<file path="src/design/stp_pkg.sv">
// Shared constants, types and codes for the speaker toggle to PCM converter.
package stp_pkg;

	// Field and state widths.
	localparam int unsigned LEN_W     = 8;
	localparam int unsigned SUM_W     = 24;
	localparam int unsigned LEVEL_W   = 16;
	localparam int unsigned FADE_W    = 16;
	localparam int unsigned CFG_DATA_W = 8;

	// Sample length limits.
	localparam int unsigned MAX_CLKS_PER_SAMPLE = 255;
	localparam int unsigned MIN_CLKS            = 8;
	localparam int unsigned CLKS_RESET          = 23;

	// Fade gain constants.
	localparam int unsigned FULL_GAIN   = 32768;
	localparam int unsigned FADE_HOLD   = 10000;
	localparam int unsigned FADE_RELOAD = FULL_GAIN + FADE_HOLD;
	localparam int unsigned FADE_FRAC   = $clog2(FULL_GAIN);

	// Speaker levels.
	localparam logic [LEVEL_W-1:0] LEVEL_INIT  = 16'h8000;
	localparam logic [LEVEL_W-1:0] DRIVE_LOUD  = 16'h8000;
	localparam logic [LEVEL_W-1:0] DRIVE_QUIET = 16'hE000;

	// Divider: quotient bits retired per cycle and cycle count.
	localparam int unsigned BITS_PER_STEP = 4;
	localparam int unsigned DIV_STEPS     = SUM_W / BITS_PER_STEP;
	localparam int unsigned STEP_W        = $clog2(DIV_STEPS);

	// Queue between front and back.
	localparam int unsigned QDEPTH = 2;
	localparam int unsigned QPTR_W = $clog2(QDEPTH);

	// Configuration register indexes.
	typedef enum logic [0:0] {
		REG_CLKS_PER_SAMPLE = 1'b0,
		REG_QUIET_DRIVE     = 1'b1
	} cfg_reg_t;

	// One finished sum handed from front to back.
	typedef struct packed {
		logic signed [SUM_W-1:0] sum;
		logic [LEN_W-1:0]        len;
		logic [FADE_W-1:0]       fade;
	} job_t;

	// Queue status seen by both sides.
	typedef struct packed {
		logic not_empty;
		logic full;
	} q_stat_t;

endpackage

</file>
<file path="src/design/stp_if.sv">
// Handshake channels for toggle beats in and sample beats out.
interface stp_toggle_if;
	logic valid;
	logic ready;
	logic toggle;

	modport source(output valid, output toggle, input ready);
	modport sink(input valid, input toggle, output ready);
endinterface

interface stp_sample_if;
	logic                                valid;
	logic                                ready;
	logic signed [stp_pkg::LEVEL_W-1:0]  sample;

	modport source(output valid, output sample, input ready);
	modport sink(input valid, input sample, output ready);
endinterface

</file>
<file path="src/design/speaker_toggle_to_pcm_with_dc_fade.sv">
// Top level of the speaker toggle to PCM converter with DC fade.
//
//   Channel   Direction  Payload              Beat
//   toggles   in         toggle (1 bit)       one per CPU clock
//   samples   out        sample (16 bit, s)   one per sample length
//   cfg       in         index 1 b, data 8 b  write, no handshake
//
// The front takes one toggle beat every cycle while the queue has room.
// Each sample passes through the back as divider steps at 4 quotient
// bits each, a fade multiply and an output load overlapped with the next.
// With sample lengths of 8 or more the input never stalls unless the
// sample sink holds off; a stalled sink fills the 2-entry queue, then the
// input stalls. Reset is asynchronous and clears all control state.
module speaker_toggle_to_pcm_with_dc_fade (
	input  logic                           clk,
	input  logic                           arst_n,
	stp_toggle_if.sink                     toggles,
	stp_sample_if.source                   samples,
	input  logic                           cfg_we,
	input  stp_pkg::cfg_reg_t              cfg_index,
	input  logic [stp_pkg::CFG_DATA_W-1:0] cfg_data
);
	import stp_pkg::*;

	logic    push;
	logic    pop;
	job_t    job_in;
	job_t    job_out;
	q_stat_t q_stat;

	stp_front u_front (
		.clk       (clk),
		.arst_n    (arst_n),
		.toggles   (toggles),
		.cfg_we    (cfg_we),
		.cfg_index (cfg_index),
		.cfg_data  (cfg_data),
		.q_stat    (q_stat),
		.push      (push),
		.job       (job_in)
	);

	stp_queue u_queue (
		.clk     (clk),
		.arst_n  (arst_n),
		.push    (push),
		.job_in  (job_in),
		.pop     (pop),
		.job_out (job_out),
		.q_stat  (q_stat)
	);

	stp_back u_back (
		.clk     (clk),
		.arst_n  (arst_n),
		.q_stat  (q_stat),
		.job     (job_out),
		.pop     (pop),
		.samples (samples)
	);

endmodule

</file>
<file path="src/design/stp_front.sv">
// Front part: takes one toggle beat per clock while the queue has room; tracks level, sum and fade counter.
module stp_front (
	input  logic                           clk,
	input  logic                           arst_n,
	stp_toggle_if.sink                     toggles,
	input  logic                           cfg_we,
	input  stp_pkg::cfg_reg_t              cfg_index,
	input  logic [stp_pkg::CFG_DATA_W-1:0] cfg_data,
	input  stp_pkg::q_stat_t               q_stat,
	output logic                           push,
	output stp_pkg::job_t                  job
);
	import stp_pkg::*;

	logic [LEN_W-1:0]        clks_q;
	logic                    quiet_q;
	logic [LEVEL_W-1:0]      level_q;
	logic [LEN_W-1:0]        cnt_q;
	logic signed [SUM_W-1:0] sum_q;
	logic [FADE_W-1:0]       fade_q;

	logic [LEN_W-1:0]        len;
	logic [LEN_W-1:0]        cnt_inc;
	logic signed [SUM_W-1:0] sum_add;
	logic [LEVEL_W-1:0]      drive;
	logic                    accept;
	logic                    emit;

	// Effective sample length, clamped to the legal range.
	always_comb begin
		if (clks_q < LEN_W'(MIN_CLKS)) begin
			len = LEN_W'(MIN_CLKS);
		end else if (clks_q > LEN_W'(MAX_CLKS_PER_SAMPLE)) begin
			len = LEN_W'(MAX_CLKS_PER_SAMPLE);
		end else begin
			len = clks_q;
		end
	end

	// The level before any toggle on this clock goes into the sum.
	assign sum_add = sum_q + {{(SUM_W-LEVEL_W){level_q[LEVEL_W-1]}}, level_q};
	assign cnt_inc = cnt_q + LEN_W'(1);
	assign emit    = (cnt_inc >= len);
	assign drive   = quiet_q ? DRIVE_QUIET : DRIVE_LOUD;

	assign toggles.ready = !q_stat.full;
	assign accept        = toggles.valid && toggles.ready;
	assign push          = accept && emit;

	// The job carries the fade counter as it stands before this clock's update.
	assign job.sum  = sum_add;
	assign job.len  = len;
	assign job.fade = fade_q;

	// Configuration registers.
	always_ff @(posedge clk or negedge arst_n) begin
		if (!arst_n) begin
			clks_q  <= LEN_W'(CLKS_RESET);
			quiet_q <= 1'b0;
		end else if (cfg_we) begin
			unique case (cfg_index)
				REG_CLKS_PER_SAMPLE: clks_q  <= cfg_data[LEN_W-1:0];
				REG_QUIET_DRIVE:     quiet_q <= cfg_data[0];
				default:             ;
			endcase
		end
	end

	// Sum and clock count for the sample in progress.
	always_ff @(posedge clk or negedge arst_n) begin
		if (!arst_n) begin
			sum_q <= '0;
			cnt_q <= '0;
		end else if (accept) begin
			if (emit) begin
				sum_q <= '0;
				cnt_q <= '0;
			end else begin
				sum_q <= sum_add;
				cnt_q <= cnt_inc;
			end
		end
	end

	// Fade counter: reload on a toggle, otherwise count down once per sample.
	always_ff @(posedge clk or negedge arst_n) begin
		if (!arst_n) begin
			fade_q <= '0;
		end else if (accept) begin
			if (toggles.toggle) begin
				fade_q <= FADE_W'(FADE_RELOAD);
			end else if (emit && (fade_q != '0)) begin
				fade_q <= fade_q - FADE_W'(1);
			end
		end
	end

	// Speaker level flips between the drive level and its inverse.
	always_ff @(posedge clk or negedge arst_n) begin
		if (!arst_n) begin
			level_q <= LEVEL_INIT;
		end else if (accept && toggles.toggle) begin
			if (level_q == drive) begin
				level_q <= ~drive;
			end else begin
				level_q <= drive;
			end
		end
	end

endmodule

</file>
<file path="src/design/stp_queue.sv">
// Short queue of finished sums between the front and back parts.
module stp_queue (
	input  logic             clk,
	input  logic             arst_n,
	input  logic             push,
	input  stp_pkg::job_t    job_in,
	input  logic             pop,
	output stp_pkg::job_t    job_out,
	output stp_pkg::q_stat_t q_stat
);
	import stp_pkg::*;

	job_t              mem_q [QDEPTH];
	logic [QPTR_W-1:0] wptr_q;
	logic [QPTR_W-1:0] rptr_q;
	logic [QPTR_W:0]   count_q;

	assign q_stat.not_empty = (count_q != '0);
	assign q_stat.full      = (count_q == (QPTR_W+1)'(QDEPTH));
	assign job_out          = mem_q[rptr_q];

	// Entry storage.
	always_ff @(posedge clk) begin
		if (push) begin
			mem_q[wptr_q] <= job_in;
		end
	end

	// Pointers and fill count.
	always_ff @(posedge clk or negedge arst_n) begin
		if (!arst_n) begin
			wptr_q  <= '0;
			rptr_q  <= '0;
			count_q <= '0;
		end else begin
			if (push) begin
				wptr_q <= wptr_q + QPTR_W'(1);
			end
			if (pop) begin
				rptr_q <= rptr_q + QPTR_W'(1);
			end
			if (push && !pop) begin
				count_q <= count_q + (QPTR_W+1)'(1);
			end else if (pop && !push) begin
				count_q <= count_q - (QPTR_W+1)'(1);
			end
		end
	end

endmodule

</file>
<file path="src/design/stp_back.sv">
// Back part: divides each sum by its length, applies the fade and drives samples.
module stp_back (
	input  logic             clk,
	input  logic             arst_n,
	input  stp_pkg::q_stat_t q_stat,
	input  stp_pkg::job_t    job,
	output logic             pop,
	stp_sample_if.source     samples
);
	import stp_pkg::*;

	typedef enum logic [3:0] {
		S_IDLE = 4'b0001,
		S_DIV  = 4'b0010,
		S_MUL  = 4'b0100,
		S_PUT  = 4'b1000
	} state_t;

	state_t                    state_q;
	logic [SUM_W-1:0]          dvd_q;
	logic [LEN_W-1:0]          rem_q;
	logic [LEN_W-1:0]          len_q;
	logic [FADE_W-1:0]         fade_q;
	logic                      neg_q;
	logic [STEP_W-1:0]         step_q;
	logic [LEVEL_W-1:0]        mag_q;
	logic                      out_vld_q;
	logic [LEVEL_W-1:0]        out_smp_q;

	logic                      put_ok;
	logic                      load;
	logic [SUM_W-1:0]          sum_abs;
	logic [SUM_W-1:0]          dvd_nxt;
	logic [LEN_W-1:0]          rem_nxt;
	logic [LEN_W:0]            trial;
	logic [LEVEL_W+FADE_W-2:0] prod;
	logic [LEVEL_W-1:0]        mag_nxt;

	assign put_ok  = !out_vld_q || samples.ready;
	assign load    = q_stat.not_empty &&
		((state_q == S_IDLE) || ((state_q == S_PUT) && put_ok));
	assign pop     = load;
	assign sum_abs = job.sum[SUM_W-1] ? SUM_W'(-job.sum) : SUM_W'(job.sum);

	assign samples.valid  = out_vld_q;
	assign samples.sample = out_smp_q;

	// Restoring division, several quotient bits per cycle.
	always_comb begin
		rem_nxt = rem_q;
		dvd_nxt = dvd_q;
		trial   = '0;
		for (int k = 0; k < BITS_PER_STEP; k++) begin
			trial   = {rem_nxt, dvd_nxt[SUM_W-1]};
			dvd_nxt = {dvd_nxt[SUM_W-2:0], 1'b0};
			if (trial >= {1'b0, len_q}) begin
				trial      = trial - {1'b0, len_q};
				dvd_nxt[0] = 1'b1;
			end
			rem_nxt = trial[LEN_W-1:0];
		end
	end

	// Fade gain on the mean magnitude.
	assign prod = (LEVEL_W+FADE_W-1)'(dvd_q[LEVEL_W-1:0]) *
		(LEVEL_W+FADE_W-1)'(fade_q[FADE_W-2:0]);

	always_comb begin
		if (fade_q == '0) begin
			mag_nxt = '0;
		end else if (fade_q >= FADE_W'(FULL_GAIN)) begin
			mag_nxt = dvd_q[LEVEL_W-1:0];
		end else begin
			mag_nxt = prod[FADE_FRAC +: LEVEL_W];
		end
	end

	// Sequencer.
	always_ff @(posedge clk or negedge arst_n) begin
		if (!arst_n) begin
			state_q <= S_IDLE;
			step_q  <= '0;
		end else begin
			unique case (state_q)
				S_IDLE: begin
					if (load) begin
						state_q <= S_DIV;
						step_q  <= '0;
					end
				end
				S_DIV: begin
					step_q <= step_q + STEP_W'(1);
					if (step_q == STEP_W'(DIV_STEPS - 1)) begin
						state_q <= S_MUL;
					end
				end
				S_MUL: begin
					state_q <= S_PUT;
				end
				S_PUT: begin
					if (load) begin
						state_q <= S_DIV;
						step_q  <= '0;
					end else if (put_ok) begin
						state_q <= S_IDLE;
					end
				end
				default: begin
					state_q <= S_IDLE;
				end
			endcase
		end
	end

	// Datapath registers.
	always_ff @(posedge clk) begin
		if (load) begin
			dvd_q  <= sum_abs;
			rem_q  <= '0;
			len_q  <= job.len;
			fade_q <= job.fade;
			neg_q  <= job.sum[SUM_W-1];
		end else if (state_q == S_DIV) begin
			dvd_q <= dvd_nxt;
			rem_q <= rem_nxt;
		end
		if (state_q == S_MUL) begin
			mag_q <= mag_nxt;
		end
	end

	// Output register: holds a finished sample until the sink takes it.
	always_ff @(posedge clk or negedge arst_n) begin
		if (!arst_n) begin
			out_vld_q <= 1'b0;
		end else if ((state_q == S_PUT) && put_ok) begin
			out_vld_q <= 1'b1;
		end else if (samples.ready) begin
			out_vld_q <= 1'b0;
		end
	end

	always_ff @(posedge clk) begin
		if ((state_q == S_PUT) && put_ok) begin
			out_smp_q <= neg_q ? LEVEL_W'(-mag_q) : mag_q;
		end
	end

endmodule

</file>
<file path="src/flat_wrapper.sv">
// flat-port wrapper written by rule: the top's interface ports become plain ports
module speaker_toggle_to_pcm_with_dc_fade_flat import stp_pkg::*;
  (clk, arst_n, cfg_we, cfg_index, cfg_data, toggles_valid, toggles_toggle, toggles_ready, samples_valid, samples_sample, samples_ready);
  stp_toggle_if toggles_i ();
  stp_sample_if samples_i ();
  input  logic clk;
  input  logic arst_n;
  input  logic cfg_we;
  input  stp_pkg::cfg_reg_t cfg_index;
  input  logic [stp_pkg::CFG_DATA_W-1:0] cfg_data;
  input wire logic [$bits(toggles_i.valid)-1:0] toggles_valid;
  input wire logic [$bits(toggles_i.toggle)-1:0] toggles_toggle;
  output wire logic [$bits(toggles_i.ready)-1:0] toggles_ready;
  output wire logic [$bits(samples_i.valid)-1:0] samples_valid;
  output wire logic [$bits(samples_i.sample)-1:0] samples_sample;
  input wire logic [$bits(samples_i.ready)-1:0] samples_ready;
  assign toggles_i.valid = toggles_valid;
  assign toggles_i.toggle = toggles_toggle;
  assign toggles_ready = toggles_i.ready;
  assign samples_valid = samples_i.valid;
  assign samples_sample = samples_i.sample;
  assign samples_i.ready = samples_ready;
  speaker_toggle_to_pcm_with_dc_fade u_core (.clk(clk), .arst_n(arst_n), .toggles(toggles_i), .samples(samples_i), .cfg_we(cfg_we), .cfg_index(cfg_index), .cfg_data(cfg_data));
endmodule
</file>
<file path="config.mk">
export PLATFORM = sky130hd
export DESIGN_NAME = speaker_toggle_to_pcm_with_dc_fade_flat
export DESIGN_NICKNAME = d
export VERILOG_FILES = /design/src/design/stp_pkg.sv /design/src/design/stp_if.sv /design/src/design/speaker_toggle_to_pcm_with_dc_fade.sv /design/src/design/stp_front.sv /design/src/design/stp_queue.sv /design/src/design/stp_back.sv /design/src/flat_wrapper.sv
export SDC_FILE = /design/constraint.sdc
export NUM_CORES = 1
export LEC_CHECK = 0
export ABC_AREA = 1
export BUFFER_PORTS_ARGS = -buffer_cell sky130_fd_sc_hd__buf_2
export CAP_MARGIN = 10
export CORE_UTILIZATION = 25
export DETAILED_ROUTE_END_ITERATION = 16
export PLACE_DENSITY = 0.39
export SYNTH_ARGS = -nofsm -noshare
export SYNTH_HDL_FRONTEND = slang
export SYNTH_SLANG_ARGS = --single-unit
</file>
<file path="constraint.sdc">
create_clock -name clk -period 6.3 [get_ports clk]
set_input_delay 1.89 -clock clk [delete_from_list [all_inputs] [get_ports clk]]
set_output_delay 1.89 -clock clk [all_outputs]
set_load 0.02 [all_outputs]
</file>
* After elaboration in Yosys (flattened, before gate mapping) *
Memories as Yosys holds them, arrays and structs flattened.
Index checks and enable logic that the tools add are counted.

operators by class
  add/subtract/negate cells = 14
  $mul = 1
  div/mod/pow operators = 0
  magnitude comparators = 8
  equal/unequal tests = 11
  shift operators = 0
  muxes and demuxes = 34
  bitwise logic cells = 2
  reduce and logical (&&, ||, !) cells = 28

operator list
  cell                                                                  number
  24-bit 2-to-1 mux                                                     4
  16-bit 2-to-1 mux                                                     5
  8-bit 2-to-1 mux                                                      7
  9-bit by 8-bit >= comparator with 1-bit output                        4
  8-bit subtractor                                                      4
  16-bit by 15-bit multiplier with 31-bit output                        1
  24-bit adder                                                          1
  24-bit negation                                                       1
  16-bit equality test                                                  1
  16-bit >= comparator, second input constant                           1
  16-bit logical NOT                                                    1
  4-bit 2-to-1 mux                                                      4
  16-bit negation                                                       1
  16-bit inverter                                                       1
  4-bit one-hot mux with 4 select lines                                 1
  16-bit nonzero test                                                   1
  16-bit by 1-bit subtractor with 16-bit output, second input constant  1
  15-bit 2-to-1 mux                                                     1
  2-bit nonzero test                                                    6
  8-bit by 1-bit adder with 8-bit output, second input constant         1
  8-bit >= comparator                                                   1
  8-bit greater-than comparator, second input constant                  1
  1-bit logical AND                                                     8
  8-bit by 4-bit < comparator with 1-bit output, second input constant  1
  other kinds (23)                                                      40

storage, ports and cells
  bits in registers = 174
  bits in latches = 0
  memory bits (writable) = 96
  ROM bits = 0
  bits of input ports = 15
  output and inout bits = 18
  word-level logic and storage cells = 118
  memories kept = 1

memory list
  name                  depth  bits a word  read ports  clocked after Yosys merged registers in  wr ports  RTL line         text
  u_core.u_queue.mem_q  2      48           1           0                                        1         stp_queue.sv:13  job_t mem_q [QDEPTH];

* Logic depth before layout (Yosys ltp) *
  word-level depth = 10
  depth in mapped cells = 48
  mapped depth without buffers = 47

* Cells and area by module *
Synthesis repeated with hierarchy kept, for this count alone.

second synthesis, totals
  cell total of the unflattened synthesis = 2739
  area, all modules = 22929.5 sq um

modules (own cells, without submodules)
  module     instances  cells each  area each (sq um)
  stp_back   1          1803        14279.9
  stp_front  1          762         4933.5
  stp_queue  1          174         3716.1

* Worst setup path after synthesis *
No wires, ideal clock.

  kind = reg-to-reg
  from = register u_core.u_back.len_q[1]
  to = register u_core.u_back.dvd_q[0] (data pin)
  setup time = 0.286 ns
  arrival time = 5.707 ns
  slack = 0.307 ns
  stages on the path, launching flop included = 44
  clock period less this slack = 5.993 ns
  cells stage by stage = edfxtp_1 inv_1 ha_1 nand2_1 nor2_1 nand2_1 nand3_2 nand2_2 nand2_8 inv_2 or2_1 o21ai_2 ha_1 nand2_1 o21ai_1 a21o_1 nand2_1 nand3_4 [... 8 more ...] o211ai_1 nand2_1 nand4_2 nand2_1 nand2_1 inv_1 ha_1 a21oi_1 nand2_1 nand2_1 nand2_1 a21o_1 nand2_1 a21oi_1 nor2_1 nand2_1 nor2_4 o21ai_1

on the way
  cells in the longest elaborated chain, start to end = 10
  elaborated cells between the ends (all ways) = 13
  those cells by class = add/sub (3); order compare (4); mux (6)

ends and longest elaborated chain
  item                                                                                RTL line                        text
  start, declared                                                                     stp_back.sv:22                  logic [LEN_W-1:0] len_q;
  start signal, assigned                                                              stp_back.sv:120                 len_q <= job.len;
  8-bit subtractor or 9-bit by 8-bit >= comparator with 1-bit output (tied branches)  stp_back.sv:57, stp_back.sv:56
  8-bit 2-to-1 mux                                                                    stp_back.sv:56                  if (trial >= {1'b0, len_q}) begin
  8-bit subtractor or 9-bit by 8-bit >= comparator with 1-bit output (tied branches)  stp_back.sv:57, stp_back.sv:56
  8-bit 2-to-1 mux                                                                    stp_back.sv:56
  8-bit subtractor or 9-bit by 8-bit >= comparator with 1-bit output (tied branches)  stp_back.sv:57, stp_back.sv:56
  8-bit 2-to-1 mux                                                                    stp_back.sv:56
  9-bit by 8-bit >= comparator with 1-bit output (*)                                  stp_back.sv:56
  1-bit 2-to-1 mux (*)                                                                stp_back.sv:56
  24-bit 2-to-1 mux (*)                                                               stp_back.sv:123                 end else if (state_q == S_DIV) begin
  24-bit 2-to-1 mux (*)                                                               stp_back.sv:117                 if (load) begin
  end signal, assigned                                                                stp_back.sv:118                 dvd_q <= sum_abs;
  end signal, assigned                                                                stp_back.sv:124                 dvd_q <= dvd_nxt;
  end, declared                                                                       stp_back.sv:20                  logic [SUM_W-1:0] dvd_q;

Mark *: on every way between the ends. The rest lies on a longest branch, timed or not. The select of a mux whose other input is x is not followed.
A chain may end at the register's enable or synchronous reset.

* Worst setup path in the final report *
  from = register u_core.u_back.dvd_q[4]
  to = register u_core.u_back.mag_q[9] (data pin)

on the way
  cells in the longest elaborated chain, start to end = 2

ends and longest elaborated chain
  item                                            RTL line         text
  16-bit by 15-bit multiplier with 31-bit output  stp_back.sv:65   assign prod = (LEVEL_W+FADE_W-1)'(dvd_q[LEVEL_W-1:0]) *
  16-bit 2-to-1 mux                               stp_back.sv:71   end else if (fade_q >= FADE_W'(FULL_GAIN)) begin
  end signal, assigned                            stp_back.sv:128  mag_q <= mag_nxt;
  end, declared                                   stp_back.sv:26   logic [LEVEL_W-1:0] mag_q;

No other way between the ends.

==> out/results.tsv <==
stage	metric	value	unit
outcome	outcome	finished clean	
grt	GRT overflow	0	
die	Top Ports	33	
clock_network	Post-CTS Hold Buffers	0	
timing	Hold Fails Final Rpt	0	
timing	Worst Hold Slack	485	ps
logic_synthesis	register area share after synthesis	0.333	
routing	Detail Route Antenna Nets	0	
timing	min Tclk post-route	6000	ps
routing	initial drt markers	841	
clock_network	CTS HTree Levels	2	
die	Die ar.	88600	um^2
cells_and_area	layout cell share with drive strength beyond 1	0.125	
logic_synthesis	Mapped Cells	2534	
grt	all-layer global routing usage	0.136	
timing	RSZ-0062 raised after global routing	true	
clock_network	CTS sink cnt	257	
clock_network	Root Driver	clkbuf_16	
grt	first-pass GRT wire length	95900	um
grt	largest net degree at the start of global routing	49	
die	Die Y	298	um
die	die width	298	um
place	post-DP HPWL	46600	um
logic_synthesis	synth warn	0	
setup_path	Setup CP Type	reg2reg	
clock_network	CTS clock-pin slew for the worst setup and hold paths	60	ps
setup_path	CP max FO	10	
logic_synthesis	post-synthesis cell type count	58	
routing	via count	16466	
timing	Final Cycle Share	0.952	
timing	Setup TNS	0	ps
place	GPL Wtd Cong	0.861	
cells_and_area	Finished Cell Area	25700	um^2
logic_synthesis	Avg Cell Area, Syn	8.62	um^2
routing	final WL	60200	um
setup_path	Arrival @ worst endpoint	6280	ps
cells_and_area	Antenna Cells	0	
cells_and_area	fill count	9164	
min_path	hold crit path type	reg2reg	
routing	TritonRoute pass-1 iters	5	
logic_synthesis	Synth Register Bits	257	
logic_synthesis	top_reg_cell synth	edfxtp_1	
die	effective utilization at floorplan	0.252	
logic_synthesis	post-synth top area share	0.243	
logic_synthesis	cell with the most instances after synthesis	nand2_1	
die	row cnt	108	
cells_and_area	# nets final	3002	
timing	Max Fclk	167	MHz
place	PortBufs	32	
timing	Worst Skew	21.9	ps
logic_synthesis	Post-synth ARST share	0.280	
cells_and_area	Layout Area Growth over Synthesis	17.6	%
clock_network	TritonCTS clock tree	done	
clock_network	Num CTS Buffers	34	
setup_path	Setup crit start kind	flop	
logic_synthesis	Post-Syn Area	21800	um^2
die	Core Area	86600	um^2
timing	worst slew pin tran	1160	ps
setup_path	Critical Path RT	6580	ps
grt	vias in the first global route	17172	
logic_synthesis	Commonest cells post-synth	654 x nand2_1, 458 x inv_1, 184 x fa_1, 177 x edfxtp_1, 162 x ha_1	
logic_synthesis	Post-Syn Nets	2895	
timing	setup violators final	0	
logic_synthesis	number of enable flip-flop cells after synthesis	177	
place	Placed Area	23800	um^2
setup_path	Critical Path End Type	flop	
routing	DRC	0	
logic_synthesis	Synth area leader	edfxtp_1	
timing	fin. max-slew vios	0	
routing	DR WL/cell	15.8	um
timing	Slew Limit Headroom	0.223	
routing	vias per cell	4.31	
flow_run	Max-cap violations	0	
grt	initial antenna violation count	2	
clock_network	worst skew pair latency	540	ps
logic_synthesis	Area contributors post-synth	edfxtp_1 24%, fa_1 17%, nand2_1 11%	
clock_network	Max clock buf depth	3	
## final timing paths
kind | cells past startpoint | start | to | slack (ps)
worst max-delay path | 21 | u_core.u_back.dvd_q[4] | u_core.u_back.mag_q[9] | 300
worst min-delay path | 0 | u_core.u_front.clks_q[7] | u_core.u_queue.mem_q[1][23] | 480
worst max register to register | 21 | u_core.u_back.dvd_q[4] | u_core.u_back.mag_q[9] | 300
worst min register to register | 0 | u_core.u_front.clks_q[7] | u_core.u_queue.mem_q[1][23] | 480
max in group asynchronous | 2 | arst_n | u_core.u_queue.rptr_q | 3960
min in group asynchronous | 1 | arst_n | u_core.u_front.cnt_q[7] | 1300
## through the flow
step	std cells	worst slack, ps	util
floorplan	2534	307	-
global placement	3711	-142	0.274
detailed placement	3711	-132	0.274
CTS	3783	1.35	0.289
global route	3820	-83.3	0.297
finish	3820	303	0.297
## sequential cells by signal, summed over array words and instances, names as in the netlist
| name | flops |
|---|---|
| u_core.u_back.rem_q | 8 |
| u_core.u_back.dvd_q | 24 |
| u_core.u_queue.mem_q | 96 |
| u_core.u_front.cnt_q | 8 |
| u_core.u_back.samples.sample | 16 |
| u_core.u_back.samples.valid | 1 |
| u_core.u_queue.wptr_q | 1 |
| u_core.u_back.fade_q | 16 |
| u_core.u_front.clks_q | 8 |
| u_core.u_back.neg_q | 1 |
| u_core.u_queue.rptr_q | 1 |
| u_core.u_front.fade_q | 16 |
| u_core.u_back.step_q | 3 |
| u_core.u_back.len_q | 8 |
| u_core.u_front.sum_q | 24 |
| u_core.u_front.level_q | 3 |
| u_core.u_queue.count_q | 2 |
| u_core.u_back.state_q | 4 |
| u_core.u_front.quiet_q | 1 |
| u_core.u_back.mag_q | 16 |
## final cells by class
| cell class | instances | area [um^2] | area share |
|---|---|---|---|
| multi-input cells | 1713 | 12800 | 0.497 |
| flip-flops and latches | 257 | 7290 | 0.284 |
| inverters | 471 | 1770 | 0.0690 |
| well taps | 1155 | 1450 | 0.0562 |
| repair buffers | 164 | 1250 | 0.0486 |
| clock buffers | 40 | 883 | 0.0344 |
| clock inverters | 20 | 299 | 0.0116 |
## what timing repair did
action	4_1_cts	5_1_grt
gates cloned	0	1
pin swaps	1	23
gates resized for setup	2	63
setup buffers	12	35
setup endpoints to repair	11	14
## cell usage in the layout (no fill, tap or decap), types with 12 or more instances in the layout
cell | netlist | layout
ha_1 | 162 | 146
nor3_1 | 21 | 19
a31oi_1 | 12 | 12
inv_2 | 12 | 18
xnor2_1 | 29 | 29
dfrtp_1 | 66 | 65
inv_1 | 458 | 451
nand2_1 | 654 | 647
edfxtp_1 | 177 | 177
a21oi_1 | 104 | 96
buf_4 | 0 | 126
nand3_1 | 67 | 67
ha_4 | 0 | 13
o21ai_1 | 27 | 25
fa_1 | 184 | 183
xor2_1 | 69 | 69
nand2_2 | 9 | 14
nor2_1 | 136 | 134
buf_2 | 2 | 31
o21ai_0 | 92 | 88
clkbuf_16 | 0 | 34
nand4_1 | 14 | 14
## cells by family after synthesis
group                      Yosys count  synth area share
and+or+nand+nor                    957             0.184
buffers and inverters              565            0.0989
adders and majority gates          346             0.261
AOI/OAI and AO/OA                  300            0.0781
DFF                                257             0.333
xor gates and xnor gates            98            0.0393
muxes                               11           0.00515
## worst max-delay path, cell delays in order (launching register included)
cell and delay [ps]:
edfxtp_1 450, buf_4 230, nand2_1 80, inv_1 60, fa_1 560, fa_1 450, fa_1 540, inv_1 60
fa_1 530, inv_1 50, fa_1 500, fa_1 510, ha_1 400, a21oi_2 230, o21ai_0 110, nor2_1 110
nand2_1 120, a21oi_2 250, o21ai_1 100, xor2_1 160, o21ai_0 150, inv_1 60
## per-layer routing
metal  track usage  up-vias  wire, um
met1         0.188     7939     29100
met4        0.0313        2      1080
met2         0.225      265     27900
met3        0.0187       59      2140
li1              -     8201         -
met5             0        -        12
Power is left out: the tool's default activity adds up to more than one toggle a clock period on the data nets, which glitch-free logic cannot reach.
